--- src/assert_macros.svh ---
// Assertion macros shared by the frame receiver RTL.
// Each macro checks on the rising edge of clk and is disabled while rst_n is low.
`ifndef ASSERT_MACROS_SVH
`define ASSERT_MACROS_SVH

// Same-cycle implication: when ante holds, cons must hold on the same edge.
`define AST_IMPL(lbl, ante, cons, msg) \
    lbl: assert property (@(posedge clk) disable iff (!rst_n) (ante) |-> (cons)) \
        else $error(msg);

// Next-cycle implication: when ante holds, cons must hold on the following edge.
`define AST_NEXT(lbl, ante, cons, msg) \
    lbl: assert property (@(posedge clk) disable iff (!rst_n) (ante) |=> (cons)) \
        else $error(msg);

`endif

--- src/ffsc_pkg.sv ---
// Shared types and constants for the fixed frame sum-check receiver.
// Used by the front, the queue, the back and the top level; no dependencies.
`timescale 1ns / 1ps

package ffsc_pkg;

    localparam int BYTE_W        = 8;
    localparam int IDX_W         = 6;
    localparam int FRAME_LEN_DEF = 32;
    localparam logic [BYTE_W-1:0] START_BYTE_RST = 8'hA5;

    // Completed frame handed from the front to the back.
    typedef struct packed {
        logic bank;
        logic ok;
    } desc_t;

    // Buffer bank given back by the back once its last byte is read.
    typedef struct packed {
        logic valid;
        logic bank;
    } rel_t;

endpackage

--- src/fixed_frame_sum_check_receiver_top.sv ---
// Throughput: one received byte per cycle while in_stall is low; a good frame drains
// one byte per cycle while out_stall is low, from a two-bank buffer while the next
// frame fills the other bank.
// Input stalls only while both banks are held or the frame queue is full.
// Reset (rst_n, async, active low) clears position, sum, queue and output valid;
// start byte returns to 0xA5. Buffer contents are not cleared.
`timescale 1ns / 1ps

module fixed_frame_sum_check_receiver_top
    import ffsc_pkg::*;
#(
    parameter int FRAME_LEN = FRAME_LEN_DEF
) (
    input  logic              clk,
    input  logic              rst_n,
    input  logic              in_valid,
    output logic              in_stall,
    input  logic [BYTE_W-1:0] rx_byte,
    input  logic              cfg_valid,
    output logic              cfg_ready,
    input  logic [BYTE_W-1:0] cfg_data,
    output logic              out_valid,
    input  logic              out_stall,
    output logic [BYTE_W-1:0] frame_byte,
    output logic [IDX_W-1:0]  byte_index,
    output logic              frame_ok,
    output logic              last
);

    localparam int PW = $clog2(FRAME_LEN);

    logic              wr_en;
    logic [PW:0]       wr_addr;
    logic [BYTE_W-1:0] wr_data;
    logic              rd_en;
    logic [PW:0]       rd_addr;
    logic [BYTE_W-1:0] rd_data;
    logic              push;
    desc_t             push_desc;
    logic              q_full;
    logic              q_empty;
    logic              pop;
    desc_t             head;
    rel_t              rel;

    // Register writes are always taken
    assign cfg_ready = 1'b1;

    ffsc_front #(
        .FRAME_LEN (FRAME_LEN),
        .PW        (PW)
    ) u_front (
        .clk       (clk),
        .rst_n     (rst_n),
        .in_valid  (in_valid),
        .in_stall  (in_stall),
        .rx_byte   (rx_byte),
        .cfg_valid (cfg_valid),
        .cfg_data  (cfg_data),
        .wr_en     (wr_en),
        .wr_addr   (wr_addr),
        .wr_data   (wr_data),
        .push      (push),
        .push_desc (push_desc),
        .q_full    (q_full),
        .rel       (rel)
    );

    ffsc_buf #(
        .PW (PW)
    ) u_buf (
        .clk     (clk),
        .wr_en   (wr_en),
        .wr_addr (wr_addr),
        .wr_data (wr_data),
        .rd_en   (rd_en),
        .rd_addr (rd_addr),
        .rd_data (rd_data)
    );

    ffsc_queue u_queue (
        .clk       (clk),
        .rst_n     (rst_n),
        .push      (push),
        .push_desc (push_desc),
        .full      (q_full),
        .pop       (pop),
        .head      (head),
        .empty     (q_empty)
    );

    ffsc_back #(
        .FRAME_LEN (FRAME_LEN),
        .PW        (PW)
    ) u_back (
        .clk        (clk),
        .rst_n      (rst_n),
        .q_empty    (q_empty),
        .head       (head),
        .pop        (pop),
        .rel        (rel),
        .rd_en      (rd_en),
        .rd_addr    (rd_addr),
        .rd_data    (rd_data),
        .out_valid  (out_valid),
        .out_stall  (out_stall),
        .frame_byte (frame_byte),
        .byte_index (byte_index),
        .frame_ok   (frame_ok),
        .last       (last)
    );

endmodule

--- src/ffsc_buf.sv ---
// Two-bank frame byte buffer: one write port, one read port with registered data.
// Written by the front and read by the back; no package dependency.
`timescale 1ns / 1ps

module ffsc_buf #(
    parameter int PW = 5
) (
    input  logic          clk,
    input  logic          wr_en,
    input  logic [PW:0]   wr_addr,
    input  logic [7:0]    wr_data,
    input  logic          rd_en,
    input  logic [PW:0]   rd_addr,
    output logic [7:0]    rd_data
);

    localparam int DEPTH = 2 ** (PW + 1);

    logic [7:0] mem_reg [DEPTH];
    logic [7:0] rd_data_reg;

    // Store a received byte
    always_ff @(posedge clk)
    begin
        if (wr_en)
        begin
            mem_reg[wr_addr] <= wr_data;
        end
    end

    // Read on request, hold data otherwise
    always_ff @(posedge clk)
    begin
        if (rd_en)
        begin
            rd_data_reg <= mem_reg[rd_addr];
        end
    end

    assign rd_data = rd_data_reg;

endmodule

--- src/ffsc_queue.sv ---
// Two-entry descriptor queue between the front and the back.
// Depends on ffsc_pkg for the descriptor type.
`timescale 1ns / 1ps

module ffsc_queue
    import ffsc_pkg::*;
(
    input  logic  clk,
    input  logic  rst_n,
    input  logic  push,
    input  desc_t push_desc,
    output logic  full,
    input  logic  pop,
    output desc_t head,
    output logic  empty
);

    desc_t      ent_reg [2];
    logic       wr_ptr_reg, wr_ptr_next;
    logic       rd_ptr_reg, rd_ptr_next;
    logic [1:0] cnt_reg, cnt_next;

    // Advance pointers and count
    always_comb
    begin
        wr_ptr_next = wr_ptr_reg;
        rd_ptr_next = rd_ptr_reg;
        cnt_next    = cnt_reg;
        if (push)
        begin
            wr_ptr_next = ~wr_ptr_reg;
        end
        if (pop)
        begin
            rd_ptr_next = ~rd_ptr_reg;
        end
        if (push && !pop)
        begin
            cnt_next = cnt_reg + 2'd1;
        end
        else if (pop && !push)
        begin
            cnt_next = cnt_reg - 2'd1;
        end
    end

    always_ff @(posedge clk or negedge rst_n)
    begin
        if (!rst_n)
        begin
            wr_ptr_reg <= 1'b0;
            rd_ptr_reg <= 1'b0;
            cnt_reg    <= 2'd0;
        end
        else
        begin
            wr_ptr_reg <= wr_ptr_next;
            rd_ptr_reg <= rd_ptr_next;
            cnt_reg    <= cnt_next;
        end
    end

    // Hold entries
    always_ff @(posedge clk)
    begin
        if (push)
        begin
            ent_reg[wr_ptr_reg] <= push_desc;
        end
    end

    assign head  = ent_reg[rd_ptr_reg];
    assign empty = (cnt_reg == 2'd0);
    assign full  = (cnt_reg == 2'd2);

endmodule

--- src/ffsc_front.sv ---
// Front end: checks the start byte, collects frame bytes, sums and classifies frames.
// Depends on ffsc_pkg and assert_macros.svh; writes into ffsc_buf, feeds ffsc_queue.
`timescale 1ns / 1ps
`include "assert_macros.svh"

module ffsc_front
    import ffsc_pkg::*;
#(
    parameter int FRAME_LEN = FRAME_LEN_DEF,
    parameter int PW        = $clog2(FRAME_LEN)
) (
    input  logic              clk,
    input  logic              rst_n,
    input  logic              in_valid,
    output logic              in_stall,
    input  logic [BYTE_W-1:0] rx_byte,
    input  logic              cfg_valid,
    input  logic [BYTE_W-1:0] cfg_data,
    output logic              wr_en,
    output logic [PW:0]       wr_addr,
    output logic [BYTE_W-1:0] wr_data,
    output logic              push,
    output desc_t             push_desc,
    input  logic              q_full,
    input  rel_t              rel
);

    localparam logic [PW-1:0] LAST_POS = PW'(FRAME_LEN - 1);

    logic [BYTE_W-1:0] start_reg, start_next;
    logic [PW-1:0]     pos_reg, pos_next;
    logic [BYTE_W-1:0] sum_reg, sum_next;
    logic [BYTE_W-1:0] check_reg, check_next;
    logic              wbank_reg, wbank_next;
    logic [1:0]        busy_reg, busy_next;

    logic              accept;
    logic              take;
    logic              complete;
    logic [BYTE_W-1:0] sum_add;
    logic              sum_match;

    // Stall while the bank being filled is still read out or the queue is full
    assign in_stall = busy_reg[wbank_reg] || q_full;
    assign accept   = in_valid && !in_stall;

    // Drop a byte at position zero that is not the start byte
    assign take     = accept && !((pos_reg == '0) && (rx_byte != start_reg));
    assign complete = take && (pos_reg == LAST_POS);
    assign sum_add  = sum_reg + rx_byte;
    assign sum_match = (sum_add == check_reg);

    // Write the byte into the bank being filled
    assign wr_en   = take;
    assign wr_addr = {wbank_reg, pos_reg};
    assign wr_data = rx_byte;

    // Hand a finished frame to the back
    assign push         = complete;
    assign push_desc.bank = wbank_reg;
    assign push_desc.ok   = sum_match;

    // Update start byte, position, sum, checksum, fill bank and bank hold flags
    always_comb
    begin
        start_next = start_reg;
        pos_next   = pos_reg;
        sum_next   = sum_reg;
        check_next = check_reg;
        wbank_next = wbank_reg;
        busy_next  = busy_reg;
        if (cfg_valid)
        begin
            start_next = cfg_data;
        end
        if (take)
        begin
            if (complete)
            begin
                pos_next   = '0;
                sum_next   = '0;
                check_next = '0;
                if (sum_match)
                begin
                    wbank_next = ~wbank_reg;
                end
            end
            else
            begin
                pos_next = pos_reg + 1'b1;
                if (pos_reg == PW'(1))
                begin
                    check_next = rx_byte;
                end
                else
                begin
                    sum_next = sum_add;
                end
            end
        end
        if (rel.valid)
        begin
            busy_next[rel.bank] = 1'b0;
        end
        if (complete && sum_match)
        begin
            busy_next[wbank_reg] = 1'b1;
        end
    end

    always_ff @(posedge clk or negedge rst_n)
    begin
        if (!rst_n)
        begin
            start_reg <= START_BYTE_RST;
            pos_reg   <= '0;
            sum_reg   <= '0;
            check_reg <= '0;
            wbank_reg <= 1'b0;
            busy_reg  <= 2'b00;
        end
        else
        begin
            start_reg <= start_next;
            pos_reg   <= pos_next;
            sum_reg   <= sum_next;
            check_reg <= check_next;
            wbank_reg <= wbank_next;
            busy_reg  <= busy_next;
        end
    end

    `AST_IMPL(a_push_room, push, !q_full, "frame pushed into a full queue")
    `AST_NEXT(a_push_restart, push, (pos_reg == '0) && (sum_reg == '0), "no restart after frame")
    `AST_NEXT(a_bank_flip, push && push_desc.ok, busy_reg[!wbank_reg], "good frame bank not held")

endmodule

--- src/ffsc_back.sv ---
// Back end: walks queued frames, reads the buffer and drives the result register.
// Depends on ffsc_pkg and assert_macros.svh; reads ffsc_buf, pops ffsc_queue.
`timescale 1ns / 1ps
`include "assert_macros.svh"

module ffsc_back
    import ffsc_pkg::*;
#(
    parameter int FRAME_LEN = FRAME_LEN_DEF,
    parameter int PW        = $clog2(FRAME_LEN)
) (
    input  logic              clk,
    input  logic              rst_n,
    input  logic              q_empty,
    input  desc_t             head,
    output logic              pop,
    output rel_t              rel,
    output logic              rd_en,
    output logic [PW:0]       rd_addr,
    input  logic [BYTE_W-1:0] rd_data,
    output logic              out_valid,
    input  logic              out_stall,
    output logic [BYTE_W-1:0] frame_byte,
    output logic [IDX_W-1:0]  byte_index,
    output logic              frame_ok,
    output logic              last
);

    localparam logic [PW-1:0] LAST_POS = PW'(FRAME_LEN - 1);

    logic [PW-1:0]     idx_reg, idx_next;
    logic              s1_valid_reg, s1_valid_next;
    logic              s1_ok_reg, s1_ok_next;
    logic              s1_last_reg, s1_last_next;
    logic [PW-1:0]     s1_idx_reg, s1_idx_next;
    logic              out_valid_reg, out_valid_next;
    logic [BYTE_W-1:0] out_byte_reg, out_byte_next;
    logic [IDX_W-1:0]  out_idx_reg, out_idx_next;
    logic              out_ok_reg, out_ok_next;
    logic              out_last_reg, out_last_next;

    logic out_free;
    logic s1_free;
    logic issue;
    logic item_last;

    // Pipeline flow: output register frees when taken, read stage when it moves on
    assign out_free  = !out_valid_reg || !out_stall;
    assign s1_free   = !s1_valid_reg || out_free;
    assign issue     = !q_empty && s1_free;
    assign item_last = !head.ok || (idx_reg == LAST_POS);

    // Retire the descriptor on its final item and give the bank back for a good frame
    assign pop       = issue && item_last;
    assign rel.valid = pop && head.ok;
    assign rel.bank  = head.bank;

    // Read the frame byte for a good frame
    assign rd_en   = issue && head.ok;
    assign rd_addr = {head.bank, idx_reg};

    // Advance the byte counter and the two stages
    always_comb
    begin
        idx_next       = idx_reg;
        s1_valid_next  = s1_valid_reg;
        s1_ok_next     = s1_ok_reg;
        s1_last_next   = s1_last_reg;
        s1_idx_next    = s1_idx_reg;
        out_valid_next = out_valid_reg;
        out_byte_next  = out_byte_reg;
        out_idx_next   = out_idx_reg;
        out_ok_next    = out_ok_reg;
        out_last_next  = out_last_reg;
        if (issue)
        begin
            idx_next      = item_last ? '0 : idx_reg + 1'b1;
            s1_valid_next = 1'b1;
            s1_ok_next    = head.ok;
            s1_last_next  = item_last;
            s1_idx_next   = idx_reg;
        end
        else if (out_free)
        begin
            s1_valid_next = 1'b0;
        end
        if (out_free)
        begin
            out_valid_next = s1_valid_reg;
            out_byte_next  = s1_ok_reg ? rd_data : '0;
            out_idx_next   = s1_ok_reg ? IDX_W'(s1_idx_reg) : '0;
            out_ok_next    = s1_ok_reg;
            out_last_next  = s1_last_reg;
        end
    end

    always_ff @(posedge clk or negedge rst_n)
    begin
        if (!rst_n)
        begin
            idx_reg       <= '0;
            s1_valid_reg  <= 1'b0;
            out_valid_reg <= 1'b0;
        end
        else
        begin
            idx_reg       <= idx_next;
            s1_valid_reg  <= s1_valid_next;
            out_valid_reg <= out_valid_next;
        end
    end

    // Payload stages
    always_ff @(posedge clk)
    begin
        s1_ok_reg    <= s1_ok_next;
        s1_last_reg  <= s1_last_next;
        s1_idx_reg   <= s1_idx_next;
        out_byte_reg <= out_byte_next;
        out_idx_reg  <= out_idx_next;
        out_ok_reg   <= out_ok_next;
        out_last_reg <= out_last_next;
    end

    assign out_valid  = out_valid_reg;
    assign frame_byte = out_byte_reg;
    assign byte_index = out_idx_reg;
    assign frame_ok   = out_ok_reg;
    assign last       = out_last_reg;

    `AST_NEXT(a_pop_rewind, pop, idx_reg == '0, "byte counter not rewound after frame")
    `AST_IMPL(a_reject_form, out_valid_reg && !out_ok_reg, out_last_reg && (out_byte_reg == '0) && (out_idx_reg == '0), "malformed reject result")
    `AST_IMPL(a_last_index, out_valid_reg && out_ok_reg && out_last_reg, out_idx_reg == IDX_W'(FRAME_LEN - 1), "last mark on wrong byte")

endmodule

--- config.mk ---
export PLATFORM = sky130hd
export DESIGN_NAME = fixed_frame_sum_check_receiver_top
export DESIGN_NICKNAME = d
export VERILOG_FILES = /design/src/ffsc_pkg.sv /design/src/fixed_frame_sum_check_receiver_top.sv /design/src/ffsc_buf.sv /design/src/ffsc_queue.sv /design/src/ffsc_front.sv /design/src/ffsc_back.sv
export VERILOG_INCLUDE_DIRS = /design/src /design/src/src
export SDC_FILE = /design/constraint.sdc
export NUM_CORES = 1
export LEC_CHECK = 0
export ABC_AREA = 1
export BUFFER_PORTS_ARGS = -buffer_cell sky130_fd_sc_hd__buf_2
export CAP_MARGIN = 25
export CORE_ASPECT_RATIO = 0.75
export CORE_MARGIN = 2
export CORE_UTILIZATION = 35
export DETAILED_ROUTE_END_ITERATION = 12
export GPL_TIMING_DRIVEN = 1
export PLACE_DENSITY_LB_ADDON = 0.08
export SLEW_MARGIN = 15
export SYNTH_ARGS = -nofsm -noshare
export SYNTH_HDL_FRONTEND = slang
export SYNTH_SLANG_ARGS = --single-unit
export TNS_END_PERCENT = 100
--- constraint.sdc ---
create_clock -name clk -period 5.35 [get_ports clk]
set_input_delay 0 -clock clk [delete_from_list [all_inputs] [get_ports clk]]
set_output_delay 0 -clock clk [all_outputs]
set_load 0.05 [all_outputs]
# Word-level counts from Yosys, hierarchy flattened
# Memory sizes are Yosys's and may differ from the RTL's. A register that Yosys moved wholly into a read port is not among the register bits.
# Cells that the tools add are included.
# W data, S select, Z words.
# totals
reg_bits,66
memories,2
mem_bits_rw,516
in_bits,21
output_inout_bits,19
# op_classes
addsub,5
n_eq_ne,7
n_reduce_logical,34
n_bitwise,6
n_lt_le_gt_ge,4
mux,22
# memory_table
memory,depth,width,rd,rd_clocked_by_memory_dff,write_ports,line_no,text
u_buf.mem_reg,64,8,1,1,1,ffsc_buf.sv:19,logic [7:0] mem_reg [DEPTH];
u_queue.ent_reg,2,2,1,0,1,ffsc_queue.sv:18,desc_t ent_reg [2];
# op_table
operator,n
$mux W8,4
$logic_and A1 B1 Y1,13
$add A5 B1 Y5 const B,2
$eq A5 B5 Y1 const B,2
$mux W1,10
$mux W5,2
$logic_not A1 Y1,9
$add A8 B8 Y8,1
$eq A8 B8 Y1,1
$mux W2,4
$ne A8 B8 Y1,1
$reduce_bool A2 Y1,3
$eq A5 B1 Y1 const B,1
$logic_not A5 Y1,1
$logic_or A1 B1 Y1,4
$lt A1 B2 Y1 const B,2
$reduce_and A2 Y1,2
$not A1 Y1,3
$reduce_and A3 Y1,1
$add A2 B1 Y2 const B,1
$and A2 B2 Y2,1
$demux W1 S1,2
$eq A2 B2 Y1 const B,1
$ge A1 B1 Y1 const B,2
other kinds (5),5

# Longest topological paths before layout
# logic_depth
depth_word,11
mapped_depth,15
depth_no_buf,15

# Modules after synthesis
# Synthesis repeated with hierarchy kept, for this count alone.
# hier_totals
cells_unflattened,2219
hier_area_um2,25109.1
# by_module_without_submodules
mod,n_inst,area_each_um2,cells_per_inst,seq_area_each_um2
ffsc_buf,1,21419.3,1805,15615.0
ffsc_front,1,2124.5,280,805.8
ffsc_back,1,1202.4,101,835.8
ffsc_queue,1,351.6,31,220.2
fixed_frame_sum_check_receiver_top,1,11.3,2,0.0

# Least setup slack after synthesis
# Ideal clock, no wire load.
# synth_timing
kind,reg-to-reg
start,register u_front.wbank_reg
end,"memory u_buf.mem_reg[31][0], enable pin"
path_stages_with_launch,10
synth_period_minus_slack_ns,2.727
setup_time_ns,0.383
path_slack_ns,2.623
t_arrival_ns,2.344
cell_sequence,dfrtp_1 > buf_4 > nand2_1 > o211ai_1 > nor2_1 > nand2_1 > inv_2 > buf_6 > nand3_1 > nor3_1
# synth_via
elab_chain_len,8
# synth_lines
element,line_no,text
start: declaration,ffsc_front.sv:34,"logic wbank_reg, wbank_next;"
start signal: assignment,ffsc_front.sv:128,wbank_reg <= wbank_next;
$mux W1 (not written as such) (2 in a row),ffsc_front.sv:44,assign in_stall = busy_reg[wbank_reg] || q_full;
$logic_or A1 B1 Y1,ffsc_front.sv:44,
named net in_stall,fixed_frame_sum_check_receiver_top.sv:17,"output logic in_stall,"
$logic_not A1 Y1,ffsc_front.sv:45,assign accept = in_valid && !in_stall;
$logic_and A1 B1 Y1,ffsc_front.sv:45,
$logic_and A1 B1 Y1,ffsc_front.sv:48,assign take = accept && !((pos_reg == '0) && (rx_byte != start_reg));
$mux W1,ffsc_buf.sv:25,if (wr_en)
$mux W1 (not written as such),ffsc_buf.sv:27,mem_reg[wr_addr] <= wr_data;
end: declaration,ffsc_buf.sv:19,
# The timed path passes the listed nets, and every way through them passes these cells. The select of a mux whose other input is x is not followed.

# Worst setup path in the final report
# layout_timing
start,register u_front.start_reg[7]
end,"memory u_buf.mem_reg[22][0], enable pin"
# layout_via
elab_chain_len,6
# layout_lines
element,line_no,text
start: declaration,ffsc_front.sv:30,"logic [BYTE_W-1:0] start_reg, start_next;"
start signal: assignment,ffsc_front.sv:124,start_reg <= start_next;
$ne A8 B8 Y1,ffsc_front.sv:48,
$logic_and A1 B1 Y1,ffsc_front.sv:48,
$logic_not A1 Y1,ffsc_front.sv:48,
$logic_and A1 B1 Y1,ffsc_front.sv:48,
$mux W1,ffsc_buf.sv:25,
$mux W1 (not written as such),ffsc_buf.sv:27,
# Every way passes these cells.

==> metrics.md <==
| Metric | Value |
|---|---|
| Yosys warning count | 0 |
| Sink Count | 589 |
| CP bufs+invs | 1 |
| Largest area contributor in the netlist | edfxtp_1 |
| Syn-to-layout area delta | 13.74% |
| MaxCap Viol Count | 0 |
| Dpl hpwl | 47110 um |
| EDFF count, synth | 546 |
| Hold Crit Depth | 2 |
| Largest register FFs | 512 |
| CTS tree | built |
| Gpl congestion | 0.8633 |
| HP Class | input port to register |
| Initial antenna violation count | 4 |
| Critical Path Source Type | register |
| Worst Setup End Kind | register |
| Maximum VDD drop | 0.0002761 V |
| Worst Path Required | 5.60 ns |
| Vias in the first global route | 15545 |
| Fmax | 0.2589 GHz |
| CTS Root Cell | clkbuf_16 |
| Routed wire length per instance | 25.03 um |
| I/O pin total | 40 |
| Area of the multi-input gates | 5923 sq um |
| Register area share after synthesis | 72.18% |
| Number of fill cells | 6488 |
| DIE AREA | 71320 sq um |
| CTS buffer count | 59 |
| Antenna-violating nets left | 0 |
| Post-cts sizing count | 0 |
| Slew margin rel. | 28.73% |
| Synth Instances | 2023 |
| Yosys cell types | 37 |
| RSZ-0062 raised after global routing | false |
| Crit-path slowest cell | nor2_1 |
| Vias per Instance | 5.378 |
| Diodes inserted | 0 |
| Area fraction of the dominant cell type after synthesis | 67.71% |
| Post-Syn Area | 24210 sq um |
| Number of buffers added on ports | 37 |
| Worst-margin pin slew | 1.068 ns |
| Post-synth net total | 2059 |
| Power Density | 518.3 nW/um^2 |
| Post-CTS Hold Fix Bufs | 25 |
| Router iterations before antenna repair | 5 |
| H-Tree Depth | 2 |
| GRT Util Overall | 21.17% |
| Bufs on Longest Clock Path | 3 |
| Post-layout minimum cycle time | 3.862 ns |
| WS Path Type | register to register |
| Final worst path period share | 72.19% |
| # setup viols final | 0 |
| DRT iter0 DRCs | 1829 |
| Min-Delay Endpoint | u_buf.mem_reg[3][6]$_DFFE_PP_ |
| Site row count | 83 |
| Drc violations | 0 |
| Synth Flop Type | edfxtp_1 |
| WL final | 75480 um |
| Reg2reg start | u_front.start_reg[7]$_DFFE_PN1P_ |
| Die X | 307.7 um |
| Worst path most repeated cell | nand2_1 |
| Delay of the slowest critical-path stage | 0.82 ns |
| Worst hold start | rx_byte[6] |
| Status | complete, no violations |
| Nets | 2112 |
| Core Footprint | 68440 sq um |
| Clk Latency, worst-skew pair | 0.63 ns |
| Grt ovf | 0 |
| Setup TNS | 0 ns |
| Vias | 16220 |
| Crit path cell chain | xnor2_1, nand2_1, nor2_1, nand2_1, nand2_1, nand2_1, inv_2, nand4_2, nor2_1 |
| Worst-path maximum fanout | 23 |
| RR Endpoint | u_buf.mem_reg[22][0]$_DFFE_PP_ |
| Final Hold Viols | 0 |
| Synth top area cells | edfxtp_1 68%, nor2_1 6.7%, o21ai_0 5.2% |
| Post-CTS setup buffer count | 0 |
| Fin. max-slew vios | 0 |
| Syn Area/Cell | 11.97 sq um |
| FFs w/ async S/R, synth | 7.301% |
| FF+latch area | 17480 sq um |
| Share of post-route cells with drive strength above 1 | 9.275% |
| Clock skew | 0.02146 ns |
| CP delay by family, top | simple AND/OR/NAND/NOR gates |
| Worst-path clk slew | 0.07 ns |
| R2R setup slack | 1.49 ns |
| Reg2reg path depth | 9 |
| Die Ht | 231.8 um |
| Critical path arrival | 4.11 ns |
| Hold slack | 0.04558 ns |
| Largest net degree at the start of global routing | 174 |
| First-pass GRT wire length | 109300 um |
| Initial core utilization | 35.38% |
| Leak | 9.593 nW |
| Seq cells post-synth | 589 |
==> area by class of cell <==
type | instances | share of cell area [%]
well taps | 892 | 4.053
clock inverters | 38 | 1.463
flip-flops and latches | 589 | 63.49
multi-input cells | 1258 | 21.51
inverters | 63 | 0.8859
clock buffers | 71 | 5.634
repair buffers | 105 | 2.971
==> synthesized netlist by cell type (2+ instances only) <==
library cell	instances
o21ai_0	253
mux2_2	7
inv_1	56
nand2_1	258
nor2_1	430
nor2_2	2
edfxtp_1	546
dfstp_2	4
xnor2_1	11
buf_1	7
o21ai_1	36
inv_2	4
or2_2	2
dfrtp_1	39
nand4_1	7
o221ai_1	8
xor2_1	3
a21oi_1	8
clkbuf_1	40
conb_1	2
nand4_2	4
nand3_1	82
buf_2	30
clkbuf_2	14
o211ai_1	25
clkinv_1	3
buf_6	4
ha_1	14
nor3_1	5
o22ai_1	96
buf_4	17
==> where the power goes <==
group | total (mW) | leakage, nW | switching [mW] | internal, mW
Combinational | 4.27 | 3.19 | 3.18 | 1.09
Sequential | 5.73 | 5.46 | 0.301 | 5.43
Clock | 4.28 | 0.943 | 1.83 | 2.45
Total | 14.3 | 9.59 | 5.31 | 8.97
==> cell families (layout without fill, tap and decap cells) <==
| group | count (synthesis) | count (layout) | share of synthesized area, % |
|---|---|---|---|
| muxes | 7 | 7 | 0.3256 |
| AOI/OAI and AO/OA | 428 | 428 | 9.751 |
| DFF | 589 | 589 | 72.18 |
| and+or+nand+nor | 792 | 792 | 13.01 |
| adders and majority gates | 15 | 15 | 0.8061 |
| buffers and inverters | 176 | 277 | 3.390 |
| other | 2 | 2 | 0.03102 |
| xor gates and xnor gates | 14 | 14 | 0.5064 |
==> worst max-delay path by stage <==
stage | depth (start not counted) | startpoint | endpoint | slack [ns]
floorplan | 9 | u_front.wbank_reg$_DFFE_PN0P_ | u_buf.mem_reg[31][0]$_DFFE_PP_ | 2.62
global placement | 9 | u_front.start_reg[2]$_DFFE_PN1P_ | u_buf.mem_reg[22][7]$_DFFE_PP_ | 1.61
detailed placement | 9 | u_front.start_reg[7]$_DFFE_PN1P_ | u_buf.mem_reg[22][7]$_DFFE_PP_ | 1.60
CTS | 9 | u_front.start_reg[2]$_DFFE_PN1P_ | u_buf.mem_reg[22][4]$_DFFE_PP_ | 1.58
global route | 9 | u_front.pos_reg[0]$_DFFE_PN0P_ | u_buf.mem_reg[22][4]$_DFFE_PP_ | 1.30
finish | 9 | u_front.start_reg[7]$_DFFE_PN1P_ | u_buf.mem_reg[22][0]$_DFFE_PP_ | 1.49
==> routing by layer <==
layer | vias to the layer above | track usage, % | wire length [um]
met5 | - | 0 | 9
met4 | 2 | 4.512 | 1314
met2 | 697 | 29.38 | 30710
met1 | 8116 | 32.70 | 36410
met3 | 77 | 5.731 | 7034
li1 | 7328 | - | -
==> per-stage QoR <==
step	setup WS [ns]	cell area [sq um]	util, %	cells	total power [mW]
final	1.488	27540	40.24	3016	14.27
after floorplan	2.623	24210	-	2023	8.492
after CTS	1.581	27540	40.23	3016	14.32
after detailed placement	1.605	25330	37.01	2882	10.03
after global placement	1.615	25330	37.01	2881	10.08
after global routing	1.302	27540	40.24	3016	15.00
==> worst register-to-register path, stage by stage (launching register included) <==
cell and delay, ns:
dfstp_2 0.53, xnor2_1 0.11, nand2_1 0.08, nor2_1 0.31, nand2_1 0.11, nand2_1 0.07, nand2_1 0.27, inv_2 0.43
nand4_2 0.73, nor2_1 0.83
==> cells in the final DEF, fill, tap and decap left out, drive strengths merged <==
| cell type | Yosys | layout |
|---|---|---|
| or2 | 2 | 2 |
| conb | 2 | 2 |
| clkinvlp | 0 | 6 |
| dlygate4sd3 | 0 | 25 |
| clkinv | 3 | 24 |
| nor3 | 5 | 5 |
| o22ai | 96 | 96 |
| and2 | 1 | 1 |
| xnor2 | 11 | 11 |
| a21oi | 8 | 8 |
| o21ai | 290 | 290 |
| inv | 60 | 63 |
| buf | 59 | 80 |
| edfxtp | 546 | 546 |
| nand4 | 11 | 11 |
| dfstp | 4 | 4 |
| xor2 | 3 | 3 |
| clkbuf | 54 | 71 |
| nand2 | 258 | 258 |
| ha | 14 | 14 |
| o221ai | 8 | 8 |
| o21a | 1 | 1 |
| o211ai | 25 | 25 |
| nor2 | 432 | 432 |
| mux2 | 7 | 7 |
| bufinv | 0 | 8 |
| dfrtp | 39 | 39 |
| nand3b | 1 | 1 |
| fa | 1 | 1 |
| nand3 | 82 | 82 |
Note: power is estimated with default switching activity, not from simulation.
